`src/hdl/uer_pkg.sv`:
```
// ----------------------------------------------------------------------------
// uer_pkg
// Shared types and constants of the ultrasonic echo ranger: register
// indexes, ranging phase codes, distance scaling and controller encodings.
// ----------------------------------------------------------------------------
`default_nettype none

package uer_pkg;

    // configuration port
    localparam int CFG_IDX_W  = 2;
    localparam int CFG_DATA_W = 20;

    typedef enum logic [CFG_IDX_W-1:0] {
        CFG_PRE_LOW = 2'd0,
        CFG_TRIGGER = 2'd1,
        CFG_TIMEOUT = 2'd2,
        CFG_GAP     = 2'd3
    } cfg_idx_t;

    localparam int PRE_LOW_W = 10;
    localparam int TRIG_W    = 10;
    localparam int TIMEOUT_W = 16;
    localparam int GAP_W     = 20;

    localparam logic [PRE_LOW_W-1:0] PRE_LOW_RESET = 10'd2;
    localparam logic [TRIG_W-1:0]    TRIG_RESET    = 10'd10;
    localparam logic [TIMEOUT_W-1:0] TIMEOUT_RESET = 16'd30000;
    localparam logic [GAP_W-1:0]     GAP_RESET     = 20'd50000;

    // ranging phases
    typedef enum logic [2:0] {
        PH_PRE_LOW   = 3'd0,
        PH_TRIGGER   = 3'd1,
        PH_WAIT_RISE = 3'd2,
        PH_MEASURE   = 3'd3,
        PH_GAP       = 3'd4
    } ranging_phase_t;

    // distance arithmetic, unsigned fixed point with DIST_FRAC_BITS fraction
    localparam int DIST_FRAC_BITS = 6;
    localparam int DIST_W         = 16;
    localparam int ECHO_W         = 16;
    localparam int DIST_SCALE     = 343 << DIST_FRAC_BITS;
    localparam int DIST_ROUND     = 10000;
    localparam int DIST_DIVISOR   = 20000;
    localparam int SMOOTH_DIVISOR = 5;
    localparam int SMOOTH_RESET   = 50 << DIST_FRAC_BITS;
    localparam int SMOOTH_SUM_W   = DIST_W + 3;

    // echo_count * scale + round
    localparam int PROD_W = ECHO_W + $clog2(DIST_SCALE);

    // constant division as (x * recip) >> shift, recip rounded up, with
    // shift = width of x + clog2(divisor) so the quotient is exact for every x
    localparam int DIST_SHIFT     = PROD_W + $clog2(DIST_DIVISOR);
    localparam int DIST_RECIP_W   = DIST_SHIFT - $clog2(DIST_DIVISOR) + 1;
    localparam logic [63:0] DIST_RECIP =
        ((64'd1 << DIST_SHIFT) + 64'(DIST_DIVISOR) - 64'd1) / 64'(DIST_DIVISOR);
    localparam int SMOOTH_SHIFT   = SMOOTH_SUM_W + $clog2(SMOOTH_DIVISOR);
    localparam int SMOOTH_RECIP_W = SMOOTH_SHIFT - $clog2(SMOOTH_DIVISOR) + 1;
    localparam logic [63:0] SMOOTH_RECIP =
        ((64'd1 << SMOOTH_SHIFT) + 64'(SMOOTH_DIVISOR) - 64'd1) / 64'(SMOOTH_DIVISOR);

    // controller
    typedef enum logic [2:0] {
        ST_IDLE,
        ST_MUL,
        ST_DIV_RAW,
        ST_SAVE_RAW,
        ST_DIV_SMOOTH,
        ST_FINISH
    } ctrl_state_t;

    typedef struct packed {
        logic step;
        logic load_raw;
        logic div_raw;
        logic save_raw;
        logic div_smooth;
        logic finish;
    } dp_cmd_t;

    typedef struct packed {
        logic completes;
    } dp_status_t;

endpackage

`default_nettype wire

```
`src/hdl/uer_ctrl.sv`:
```
// ----------------------------------------------------------------------------
// uer_ctrl
// Handshake and sequencing controller: accepts ticks, runs the distance
// and smoothing divisions for a finished echo, and owns the result valid.
// ----------------------------------------------------------------------------
`default_nettype none

module uer_ctrl (
    input  wire logic                clk,
    input  wire logic                rst_n,
    input  wire logic                in_valid,
    output logic                     in_ready,
    output logic                     out_valid,
    input  wire logic                out_ready,
    input  wire uer_pkg::dp_status_t status,
    output uer_pkg::dp_cmd_t         cmd
);
    import uer_pkg::*;

    ctrl_state_t state_reg, state_next;
    logic        out_valid_reg, out_valid_next;
    logic        out_free;

    assign out_free  = !out_valid_reg || out_ready;
    assign out_valid = out_valid_reg;

    always_ff @(posedge clk or negedge rst_n)
    begin
        if (!rst_n)
        begin
            state_reg     <= ST_IDLE;
            out_valid_reg <= 1'b0;
        end
        else
        begin
            state_reg     <= state_next;
            out_valid_reg <= out_valid_next;
        end
    end

    always_comb
    begin
        state_next     = state_reg;
        out_valid_next = out_valid_reg && !out_ready;
        cmd            = '0;
        in_ready       = 1'b0;
        unique case (state_reg)
            ST_IDLE:
            begin
                in_ready = out_free;
                if (in_valid && out_free)
                begin
                    cmd.step = 1'b1;
                    if (status.completes)
                        state_next = ST_MUL;
                    else
                        out_valid_next = 1'b1;
                end
            end
            ST_MUL:
            begin
                cmd.load_raw = 1'b1;
                state_next   = ST_DIV_RAW;
            end
            ST_DIV_RAW:
            begin
                cmd.div_raw = 1'b1;
                state_next  = ST_SAVE_RAW;
            end
            ST_SAVE_RAW:
            begin
                cmd.save_raw = 1'b1;
                state_next   = ST_DIV_SMOOTH;
            end
            ST_DIV_SMOOTH:
            begin
                cmd.div_smooth = 1'b1;
                state_next     = ST_FINISH;
            end
            ST_FINISH:
            begin
                if (out_free)
                begin
                    cmd.finish     = 1'b1;
                    out_valid_next = 1'b1;
                    state_next     = ST_IDLE;
                end
            end
            default:
            begin
                state_next = ST_IDLE;
            end
        endcase
    end

endmodule

`default_nettype wire

```
`config.mk`:
```
export PLATFORM = sky130hd
export DESIGN_NAME = uer_ctrl
export DESIGN_NICKNAME = d
export VERILOG_FILES = /design/src/hdl/uer_pkg.sv /design/src/hdl/uer_ctrl.sv
export SDC_FILE = /design/constraint.sdc
export NUM_CORES = 1
export LEC_CHECK = 0
export BUFFER_PORTS_ARGS = -buffer_cell sky130_fd_sc_hd__buf_2
export CAP_MARGIN = 20
export CORE_AREA = 2 2 39 41
export CTS_BUF_LIST = sky130_fd_sc_hd__clkbuf_8
export DETAILED_ROUTE_END_ITERATION = 7
export DIE_AREA = 0 0 41 43
export MAX_ROUTING_LAYER = met4
export PLACE_DENSITY = 0.42
export SYNTH_ARGS = -nofsm -noshare
export SYNTH_HDL_FRONTEND = slang
export SYNTH_SLANG_ARGS = --single-unit
```
`constraint.sdc`:
```
create_clock -name clk -period 1.35 [get_ports clk]
set_clock_uncertainty 0.05 [all_clocks]
set_input_delay 0 -clock clk [delete_from_list [all_inputs] [get_ports clk]]
set_output_delay 0 -clock clk [all_outputs]
set_load 0.01 [all_outputs]
```
==> results of run 1 <==
-- cell usage after synthesis, drive strengths merged --
library cell  n
o21bai        1
a311oi        1
nor4b         2
nor2          1
a2111oi       1
a21oi         1
nor3b         1
nor2b         3
o21ai         1
dfrtp         4
and2          3
nand2b        2
or2           1
-- per-layer routing --
metal	vias to the layer above	share of wire, %	routed length, µm
li1	115	-	-
met4	0	0	0
met1	101	46	266
met2	10	46	266
met3	0	7.6	44
met5	-	0	0
-- what timing repair did --
action / in CTS / in global routing
endpoints found under the hold margin: 4 / 0
buffers inserted: 0 / 0
resized for setup: 0 / 4
hold buffers: 1 / 0
endpoints found under the setup margin: 0 / 1
-- report_power, final --
part	leakage [nW]	internal (mW)	switching, mW
logic	0.115	0.245	0.187
registers	0.0490	0.183	0.124
clock network	0.0216	0.189	0.0528
total	0.185	0.617	0.363
-- final timing paths --
check | end | startpoint | slack, ns
worst max-delay path | cmd[5] | state_reg[0]$_DFFE_PN0P_ | 0.08
worst min-delay path | out_valid$_DFF_PN0_ | rst_n | 0.07
worst max register to register | state_reg[1]$_DFFE_PN0P_ | state_reg[0]$_DFFE_PN0P_ | 0.18
worst min register to register | out_valid$_DFF_PN0_ | out_valid$_DFF_PN0_ | 0.54
max in group asynchronous | state_reg[1]$_DFFE_PN0P_ | rst_n | 1.05
min in group clk | out_valid$_DFF_PN0_ | out_ready | 0.11
-- layout make-up --
| class | count | area (µm²) |
|---|---|---|
| timing repair buffer | 13 | 70.07 |
| clock buffer | 3 | 41.29 |
| tap | 16 | 20.02 |
| multi-input combinational | 18 | 153.9 |
| sequential | 4 | 102.6 |
| fill | 155 | 996.0 |
-- stage by stage --
stage / std cells / setup WS [ns] / hold WS, ns
floorplan: 22 / 0.2066 / -0.3456
global placement: 50 / 0.1878 / -0.2426
detailed placement: 50 / 0.1729 / -0.2408
CTS: 54 / 0.005035 / 0.07125
global route: 54 / 0.008469 / 0.09218
finish: 54 / 0.07960 / 0.06864
-- critical path: cells and delay by family, from the launching register on --
kind          cells  cell delay [ns]
buf+inv           1             0.12
simple gates      2             0.43
flops             1             0.45
-- logic make-up (layout without fill, tap and decap cells) --
group	count (synthesis)	in the layout	synth area share [%]
buffers and inverters	0	16	0
DFF	4	4	41.24
and+or+nand+nor	13	13	41.75
AOI/OAI and AO/OA	5	5	17.01
==> impl_metrics.csv, run 1 <==
group,metric,value,unit
run_status,outcome,"finished, final reports clean",
synthesis,post-synth-top-area-cell,"sky130_fd_sc_hd__dfrtp_1",
route,drcViolationCount,0,
synthesis,ys_warn_count,0,
timing,final_period_minus_worst_setup_slack,1.270,ns
worst_setup_path,worst-endpoint-required,1.30,ns
route,first_iter_violations,0,
route,drt_via_density,4.185,
timing,layout_worst_path_cycle_share,94.10,%
route,final_antenna_net_count,0,
worst_setup_path,worst-setup-path-type,"reg2out",
worst_setup_path,crit_path_max_incr_delay,0.45,ns
synthesis,synth_sequential_area_ratio,41.24,%
timing,timing_hold_violations_final,0,
placement,post_dp_cell_area,322.8,µm²
grt,busiest_layer,"met2",
min_path,hold_class,"in2async",
clock_network,tritoncts,"yes",
clock_network,clk_path_buf_depth,2,
floorplan,row_count,14,
worst_setup_path,timing.critical_path.to_type,"output pin",
layout,layout.cells.most_common_list,"12 x sky130_fd_sc_hd__buf_2, 3 x sky130_fd_sc_hd__clkbuf_8",
floorplan,floorplan.die_area,0.001763,mm²
synthesis,synthesis.instances,22,
worst_setup_path,timing.critical_path.from_type,"register",
route,avgRoutedWirePerCell,10.69,µm
layout,largest_register_ff_count,3,
timing,rsz0062_at_grt,"no",
layout,utilization,28.03,%
pwr,total_leakage_power,0.1854,nW
floorplan,floorplan.core_area,0.001384,mm²
route,detailedRoute.firstPassIterationCount,1,
synthesis,ys_ff_latch,4,
timing,report.final.setup_viol,0,
route,detail_route.wirelength,577,µm
route,vias,226,
clock_network,clk-insertion-delay-late,0.21,ns
synthesis,syn_area,242.7,µm²
layout,area.growth.synth_to_final,59.79,%
clock_network,cts_sinks,4,
clock_network,htree_levels,1,
placement,io_buffers,12,
worst_setup_path,critical-path-slowest-cell,"sky130_fd_sc_hd__dfrtp_2",
grt,grt.total_usage,8.454,%
layout,final_layout_size_suffix_gt1_share,57.89,%
floorplan,ios,13,
worst_setup_path,critPathArrivalTime,1.22,ns
placement,place_congestion,0.7338,
clock_network,cts_buffers,3,
timing,maximum_clock_frequency,787.2,MHz
floorplan,dieHeight,43,µm
grt,grt_util_met1,10.03,%
worst_setup_path,worstPathCellList,"nor4b_4, and2_1, buf_2",
grt,pin_count_of_the_biggest_net_entering_global_routing,9,
timing,final_max_slew_viol_count,0,
timing,relSlewSlack,76.39,%
layout,most_frequent_standard_cell_in_the_layout_excluding_fill_and_tap_cells,"sky130_fd_sc_hd__buf_2",
clock_network,ctsRootBufferMaster,"sky130_fd_sc_hd__clkbuf_8",
layout,num_antenna_cells,0,
pwr,power_density,2528,mW/mm²
grt,grt_use_met2,10.31,%
synthesis,synth.distinct_cells,16,
run,max-cap-violations,0,
synthesis,yosysTopAreaCellShare,41.24,%
synthesis,syn_avg_cell_area,11.03,µm²
grt,global_route_wire_length_before_repair,917,µm
clock_network,path_clk_slew,0.03,ns
synthesis,synth_fp_nets,27,
timing,finalSetupTns,0,ns
timing,tightestPinTransition,0.3542,ns
layout,fin_area,387.9,µm²
grt,grt_overflow_total,0,
synthesis,synthTopCellsByArea,"sky130_fd_sc_hd__dfrtp_1 41%, sky130_fd_sc_hd__and2_1 7.7%, sky130_fd_sc_hd__a2111oi_2 6.2%",
floorplan,floorplan.die.width,41,µm
worst_setup_path,r2r_cell_count,3,
pwr,p_total,0.9806,mW
grt,antenna_found_initial,0,
worst_setup_path,path_max_fanout,7,
floorplan,start_util,17.54,%
grt,global_route.usage.met3,3.141,%
layout,num-nets-final,45,
grt,first_global_vias,213,
pwr,irDropWorstVdd,0.9504,mV
Power figures use the tool's default switching activity.
==> run 2: changes to the inputs <==
--- a/config.mk
+++ b/config.mk
@@ -5,6 +5,7 @@
 export SDC_FILE = /design/constraint.sdc
 export NUM_CORES = 1
 export LEC_CHECK = 0
+export ABC_AREA = 1
 export BUFFER_PORTS_ARGS = -buffer_cell sky130_fd_sc_hd__buf_2
 export CAP_MARGIN = 20
 export CORE_AREA = 2 2 39 41
@@ -12,7 +13,7 @@
 export DETAILED_ROUTE_END_ITERATION = 7
 export DIE_AREA = 0 0 41 43
 export MAX_ROUTING_LAYER = met4
-export PLACE_DENSITY = 0.42
+export PLACE_DENSITY = 0.45
 export SYNTH_ARGS = -nofsm -noshare
 export SYNTH_HDL_FRONTEND = slang
 export SYNTH_SLANG_ARGS = --single-unit
==> run 2 against run 1 <==
Net effect: largest power group unchanged; wire length up 5.9%; sequential share of layout area down 1.5 points; synthesized cell count up 73%; critical path depth up 1; clock power up 2%; worst setup slack better by 0.049 ns; fmax up 4.0%; synthesized area up 11%; via count up 23%; total power down 5.9%; hold slack worse by 0.055 ns; critical endpoint unchanged.
==> impl_metrics.csv, run 2 <==
group,metric,value,unit
placement,post-place-cells,66,
floorplan,start_util,19.53,%
run,max-cap-violations,0,
floorplan,floorplan.die_area,0.001763,mm²
layout,largest_register_ff_count,3,
layout,finish.cell_count_without_fillers,70,
route,met2WireLength,264,µm
worst_setup_path,timing.critical_path.to_type,"output pin",
synthesis,syn_avg_cell_area,7.112,µm²
clock_network,htree_levels,1,
layout,final_layout_size_suffix_gt1_share,44.44,%
synthesis,top_post_synthesis_cells_by_count,"6 x sky130_fd_sc_hd__inv_1, 5 x sky130_fd_sc_hd__nand2_1, 4 x sky130_fd_sc_hd__dfrtp_1, 4 x sky130_fd_sc_hd__nor2_1",
pwr,irDropWorstVdd,0.4960,mV
pwr,seq_power_share,26.2,%
layout,num_antenna_cells,0,
placement,io_buffers,12,
floorplan,ios,13,
synthesis,synthTopCellsByArea,"sky130_fd_sc_hd__dfrtp_1 37%, sky130_fd_sc_hd__inv_1 8.3%, sky130_fd_sc_hd__nand2_1 6.9%",
pwr,p_clk_share,26.8,%
layout,area.growth.synth_to_final,48.61,%
clock_network,postCtsSetupBuffers,0,
layout,num-nets-final,61,
timing,timing_hold_violations_final,0,
worst_setup_path,path_max_fanout,3,
grt,first_global_vias,257,
timing,relSlewSlack,85.11,%
synthesis,post-synth-top-area-cell,"sky130_fd_sc_hd__dfrtp_1",
route,vias,277,
timing,final_worst_slack,0.1288,ns
synthesis,yosysTopAreaCellShare,37.04,%
synthesis,synth_enable_flop_cells,0,
route,drt_via_density,3.957,
clock_network,cts_sinks,4,
synthesis,synthesis.instances,38,
layout,utilization,29.02,%
route,first_iter_violations,0,
route,detail_route.wirelength,611,µm
synthesis,syn_area,270.3,µm²
timing,tightestPinTransition,0.2233,ns
grt,grt_overflow_total,0,
worst_setup_path,r2r_cell_count,5,
placement,detailedPlacementHpwl,504.9,µm
worst_setup_path,critPathArrivalTime,1.17,ns
floorplan,row_count,14,
worst_setup_path,timing.critical_path.from_type,"register",
synthesis,synth_fp_nets,43,
grt,pin_count_of_the_biggest_net_entering_global_routing,7,
route,avgRoutedWirePerCell,8.729,µm
min_path,whs_path_depth,3,
worst_setup_path,worst-endpoint-required,1.30,ns
synthesis,synthArstFlopShare,100.0,%
pwr,power_density,2297,mW/mm²
synthesis,synth_flop_cell,"sky130_fd_sc_hd__dfrtp_1",
clock_network,post_cts_hold_buffer_count,1,
synthesis,yosys.cell_count.top_type,"sky130_fd_sc_hd__inv_1",
timing,finalHoldWorstSlack,0.01381,ns
grt,grt.total_usage,9.917,%
route,routed.top_layer,"met4",
synthesis,synth.distinct_cells,16,
pwr,share_comb_of_total_power,47.0,%
pwr,p_int,0.5324,mW
timing,report.final.setup_viol,0,
pwr,p_total,0.9225,mW
clock_network,path_clk_slew,0.03,ns
route,final_antenna_net_count,0,
grt,antenna_found_initial,0,
synthesis,ys_warn_count,0,
grt,global_route_wire_length_before_repair,1.021,mm
clock_network,clk-insertion-delay-late,0.21,ns
placement,post_dp_cell_area,350.3,µm²
timing,rsz0062_at_grt,"no",
timing,final_period_minus_worst_setup_slack,1.221,ns
synthesis,ys_ff_latch,4,
timing,finalSetupTns,0,ns
min_path,hold_class,"in2reg",
route,detailedRoute.firstPassIterationCount,1,
clock_network,clk_path_buf_depth,2,
floorplan,floorplan.die.width,41,µm
route,route.layer.met1.wl,267,µm
clock_network,cts_buffers,3,
layout,most_frequent_standard_cell_in_the_layout_excluding_fill_and_tap_cells,"sky130_fd_sc_hd__buf_2",
layout,layout.cells.most_common_list,"12 x sky130_fd_sc_hd__buf_2, 6 x sky130_fd_sc_hd__inv_1, 5 x sky130_fd_sc_hd__nand2_1, 4 x sky130_fd_sc_hd__nor2_1, 4 x sky130_fd_sc_hd__dfrtp_1",
timing,maximum_clock_frequency,818.9,MHz
layout,fin_area,401.6,µm²
route,drcViolationCount,0,
clock_network,tritoncts,"yes",
floorplan,dieHeight,43,µm
synthesis,synth_sequential_area_ratio,37.04,%
route,wl_met3,44,µm
placement,place_congestion,0.6026,
layout,nFillCells,153,
timing,layout_worst_path_cycle_share,90.46,%
pwr,power.net_switching,0.3901,mW
timing,final_max_slew_viol_count,0,
clock_network,post_cts_resized,0,
worst_setup_path,worst-setup-path-type,"reg2out",
placement,place_worst_setup_slack,0.3383,ns
clock_network,ctsRootBufferMaster,"sky130_fd_sc_hd__clkbuf_8",
run_status,outcome,"finished, final reports clean",
pwr,p_sw_share,42.29,%
floorplan,floorplan.core_area,0.001384,mm²
pwr,total_leakage_power,0.2304,nW
run 2: kinds of logic after synthesis:
| family | after synthesis | synth area share (%) |
|---|---|---|
| and+or+nand+nor | 19 | 39.81 |
| AOI/OAI and AO/OA | 5 | 9.258 |
| DFF | 4 | 37.04 |
| buffers and inverters | 10 | 13.89 |
run 2: worst max-delay path: stages (launching register included):
cell                      delay [ns]
sky130_fd_sc_hd__dfrtp_1        0.40
sky130_fd_sc_hd__nor2_2         0.15
sky130_fd_sc_hd__nand2_2        0.08
sky130_fd_sc_hd__nor3b_1        0.17
sky130_fd_sc_hd__buf_2          0.16
run 2: power groups by stage:
| stage | Combinational [mW] | Sequential (mW) | Clock, mW |
|---|---|---|---|
| global placement | 0.441 | 0.242 | 0 |
| global route | 0.491 | 0.256 | 0.271 |
| detailed placement | 0.441 | 0.246 | 0 |
| CTS | 0.445 | 0.243 | 0.256 |
| floorplan | 0.289 | 0.241 | 0 |
| finish | 0.434 | 0.242 | 0.247 |
run 2: final timing paths:
path                                            end                      from  slack [ns]
hold reg to reg            state_reg[0]$_DFFE_PN0P_       out_valid$_DFF_PN0_        0.56
hold / removal                  out_valid$_DFF_PN0_                  in_valid        0.01
setup / recovery                             cmd[5]  state_reg[1]$_DFFE_PN0P_        0.13
max in group asynchronous  state_reg[1]$_DFFE_PN0P_                     rst_n        1.07
min in group asynchronous  state_reg[2]$_DFFE_PN0P_                     rst_n        0.07
setup reg to reg                out_valid$_DFF_PN0_       out_valid$_DFF_PN0_        0.35
run 2: layer usage:
layer	up-vias	GRT usage [%]
met3	4	3.141
met4	0	14.00
met1	112	10.75
met5	-	-
li1	149	-
met2	12	11.25
run 2: layout make-up:
type	instances	area (µm²)	area share [%]
multi-input cells	24	132.6	33.02
flip-flops and latches	4	100.1	24.92
well taps	16	20.02	4.984
clock buffers	3	41.29	10.28
inverters	10	37.54	9.346
repair buffers	13	70.07	17.45
==> run 3: changes to the inputs <==
--- a/config.mk
+++ b/config.mk
@@ -12,6 +12,7 @@
 export CTS_BUF_LIST = sky130_fd_sc_hd__clkbuf_8
 export DETAILED_ROUTE_END_ITERATION = 7
 export DIE_AREA = 0 0 41 43
+export GPL_TIMING_DRIVEN = 0
 export MAX_ROUTING_LAYER = met4
 export PLACE_DENSITY = 0.45
 export SYNTH_ARGS = -nofsm -noshare
==> constraint.sdc (replaced) <==
create_clock -name clk -period 1.35 [get_ports clk]
set_clock_uncertainty 0.05 [all_clocks]
set_input_delay 0.0675 -clock clk [delete_from_list [all_inputs] [get_ports clk]]
set_output_delay 0.0675 -clock clk [all_outputs]
set_load 0.01 [all_outputs]
==> run 3 against run 2 <==
Net effect: non-clock buffer count unchanged; die area stayed put; utilization is 0.36 points higher; flip-flop and latch count unchanged; largest power group unchanged; critical path depth unchanged; first-iteration DRC count rose by 3; clock power hardly changed; global-route usage is 1.9 points lower; final cell count is the same; register-to-register slack is essentially flat; highest routed layer is now met3; sequential power barely moved.
==> impl_metrics.csv, run 3 (synthesized netlist as in run 2, its figures left out) <==
group,metric,value,unit
grt,pin_count_of_the_biggest_net_entering_global_routing,7,
grt,grt.total_usage,8.058,%
layout,finish.cell_count_without_fillers,70,
route,routed.top_layer,"met3",
route,detail_route.wirelength,577,µm
clock_network,tritoncts,"yes",
grt,antenna_found_initial,0,
floorplan,row_count,14,
clock_network,clk_path_buf_depth,2,
placement,detailedPlacementHpwl,474.5,µm
layout,num-nets-final,61,
placement,io_buffers,12,
placement,place_worst_setup_slack,0.2975,ns
worst_setup_path,worst-endpoint-required,1.23,ns
timing,final_worst_slack,0.1031,ns
layout,layout.cells.most_common_list,"12 x sky130_fd_sc_hd__buf_2, 6 x sky130_fd_sc_hd__inv_1, 5 x sky130_fd_sc_hd__nand2_1, 4 x sky130_fd_sc_hd__nor2_1, 4 x sky130_fd_sc_hd__dfrtp_1",
worst_setup_path,critPathArrivalTime,1.13,ns
route,avgRoutedWirePerCell,8.243,µm
route,first_iter_violations,3,
floorplan,floorplan.core_area,0.001384,mm²
clock_network,path_clk_slew,0.03,ns
worst_setup_path,timing.critical_path.to_type,"output pin",
timing,finalHoldWorstSlack,0.07296,ns
worst_setup_path,critical_path.reg2reg.startpoint,"state_reg[0]$_DFFE_PN0P_",
floorplan,floorplan.die_area,0.001763,mm²
timing,rsz0062_at_grt,"no",
timing,timing_hold_violations_final,0,
route,drcViolationCount,0,
timing,finalSetupTns,0,ns
grt,global_route_wire_length_before_repair,903,µm
pwr,power_density,2283,mW/mm²
layout,utilization,29.39,%
floorplan,floorplan.die.width,41,µm
worst_setup_path,path_max_fanout,4,
pwr,total_leakage_power,0.2325,nW
route,drt_via_density,3.886,
run,max-cap-violations,0,
clock_network,cts_buffers,3,
clock_network,htree_levels,1,
worst_setup_path,worst-setup-path-type,"reg2out",
clock_network,clk-insertion-delay-late,0.21,ns
timing,report.final.setup_viol,0,
grt,grt_overflow_total,0,
route,final_antenna_net_count,0,
pwr,irDropWorstVdd,0.9052,mV
placement,post_dp_cell_area,350.3,µm²
run_status,outcome,"finished, final reports clean",
layout,fin_area,406.6,µm²
placement,post-place-cells,66,
worst_setup_path,r2r_cell_count,5,
timing,final_max_slew_viol_count,0,
timing,relSlewSlack,84.92,%
timing,layout_worst_path_cycle_share,92.36,%
clock_network,ctsRootBufferMaster,"sky130_fd_sc_hd__clkbuf_8",
pwr,p_total,0.9282,mW
route,route.layer.met1.wl,284,µm
clock_network,postCtsSetupBuffers,0,
layout,most_frequent_standard_cell_in_the_layout_excluding_fill_and_tap_cells,"sky130_fd_sc_hd__buf_2",
worst_setup_path,ff2ff_setup_slack,0.36,ns
floorplan,dieHeight,43,µm
min_path,hold_class,"in2reg",
timing,tightestPinTransition,0.2262,ns
layout,largest_register_ff_count,3,
worst_setup_path,crit-reg2reg-capture,"out_valid$_DFF_PN0_",
route,wl_met3,46,µm
route,detailedRoute.firstPassIterationCount,4,
min_path,hold_start,"in_valid",
placement,place_congestion,0.6066,
route,vias,272,
route,met2WireLength,246,µm
worst_setup_path,timing.critical_path.from_type,"register",
layout,num_antenna_cells,0,
min_path,whs_endpoint,"out_valid$_DFF_PN0_",
layout,final_layout_size_suffix_gt1_share,46.30,%
timing,final_period_minus_worst_setup_slack,1.247,ns
timing,maximum_clock_frequency,802.0,MHz
clock_network,cts_sinks,4,
layout,area_of_the_multi_input_gates,137.6,µm²
layout,nFillCells,149,
layout,area.growth.synth_to_final,50.46,%
min_path,whs_path_depth,3,
floorplan,start_util,19.53,%
floorplan,ios,13,
grt,first_global_vias,235,
layout,regArea,100.1,µm²
## run 3: cell counts in the layout (fill, tap and decap cells not counted)
No cell type changed its count.
## run 3: worst max path at each step
stage / start / end / slack (ns) / cells after the start
2_1_floorplan: state_reg[1]$_DFFE_PN0P_ / cmd[5] / 0.32 / 3
3_3_place_gp: state_reg[1]$_DFFE_PN0P_ / cmd[5] / 0.28 / 4
3_5_place_dp: state_reg[0]$_DFFE_PN0P_ / cmd[5] / 0.30 / 4
4_1_cts: state_reg[0]$_DFFE_PN0P_ / cmd[5] / 0.07 / 4
5_1_grt: state_reg[1]$_DFFE_PN0P_ / cmd[5] / 0.01 / 4
6_report: state_reg[0]$_DFFE_PN0P_ / cmd[5] / 0.10 / 4
## run 3: per-layer routing
| layer | track usage [%] | up-vias |
|---|---|---|
| met3 | 3.141 | 0 |
| met5 | - | - |
| met2 | 9.688 | 10 |
| met1 | 10.42 | 115 |
| li1 | - | 147 |
| met4 | 6.000 | 0 |
## run 3: critical path: stages, from the launching register on
cell and delay (ns):
sky130_fd_sc_hd__dfrtp_1 0.41, sky130_fd_sc_hd__nor2_2 0.13, sky130_fd_sc_hd__nand2_2 0.09, sky130_fd_sc_hd__nor3b_2 0.14, sky130_fd_sc_hd__buf_2 0.14
## run 3: area by class of cell
class	count	area share [%]
clock buffer	3	10.15
inverter	10	9.231
multi-input combinational	24	33.85
sequential	4	24.62
tap	16	4.923
timing repair buffer	13	17.23
## run 3: timing repair
item,CTS,global route
hold endpoints to repair,4,0
setup endpoints to repair,0,1
gates resized for setup,0,1
hold buffers,1,0
## run 3: report_power, final
part / total (mW) / leakage [nW] / switching [mW] / internal (mW)
Sequential: 0.243 / 0.0508 / 0.0664 / 0.177
Combinational: 0.437 / 0.160 / 0.268 / 0.169
Clock: 0.248 / 0.0216 / 0.0583 / 0.190
Total: 0.928 / 0.232 / 0.393 / 0.535
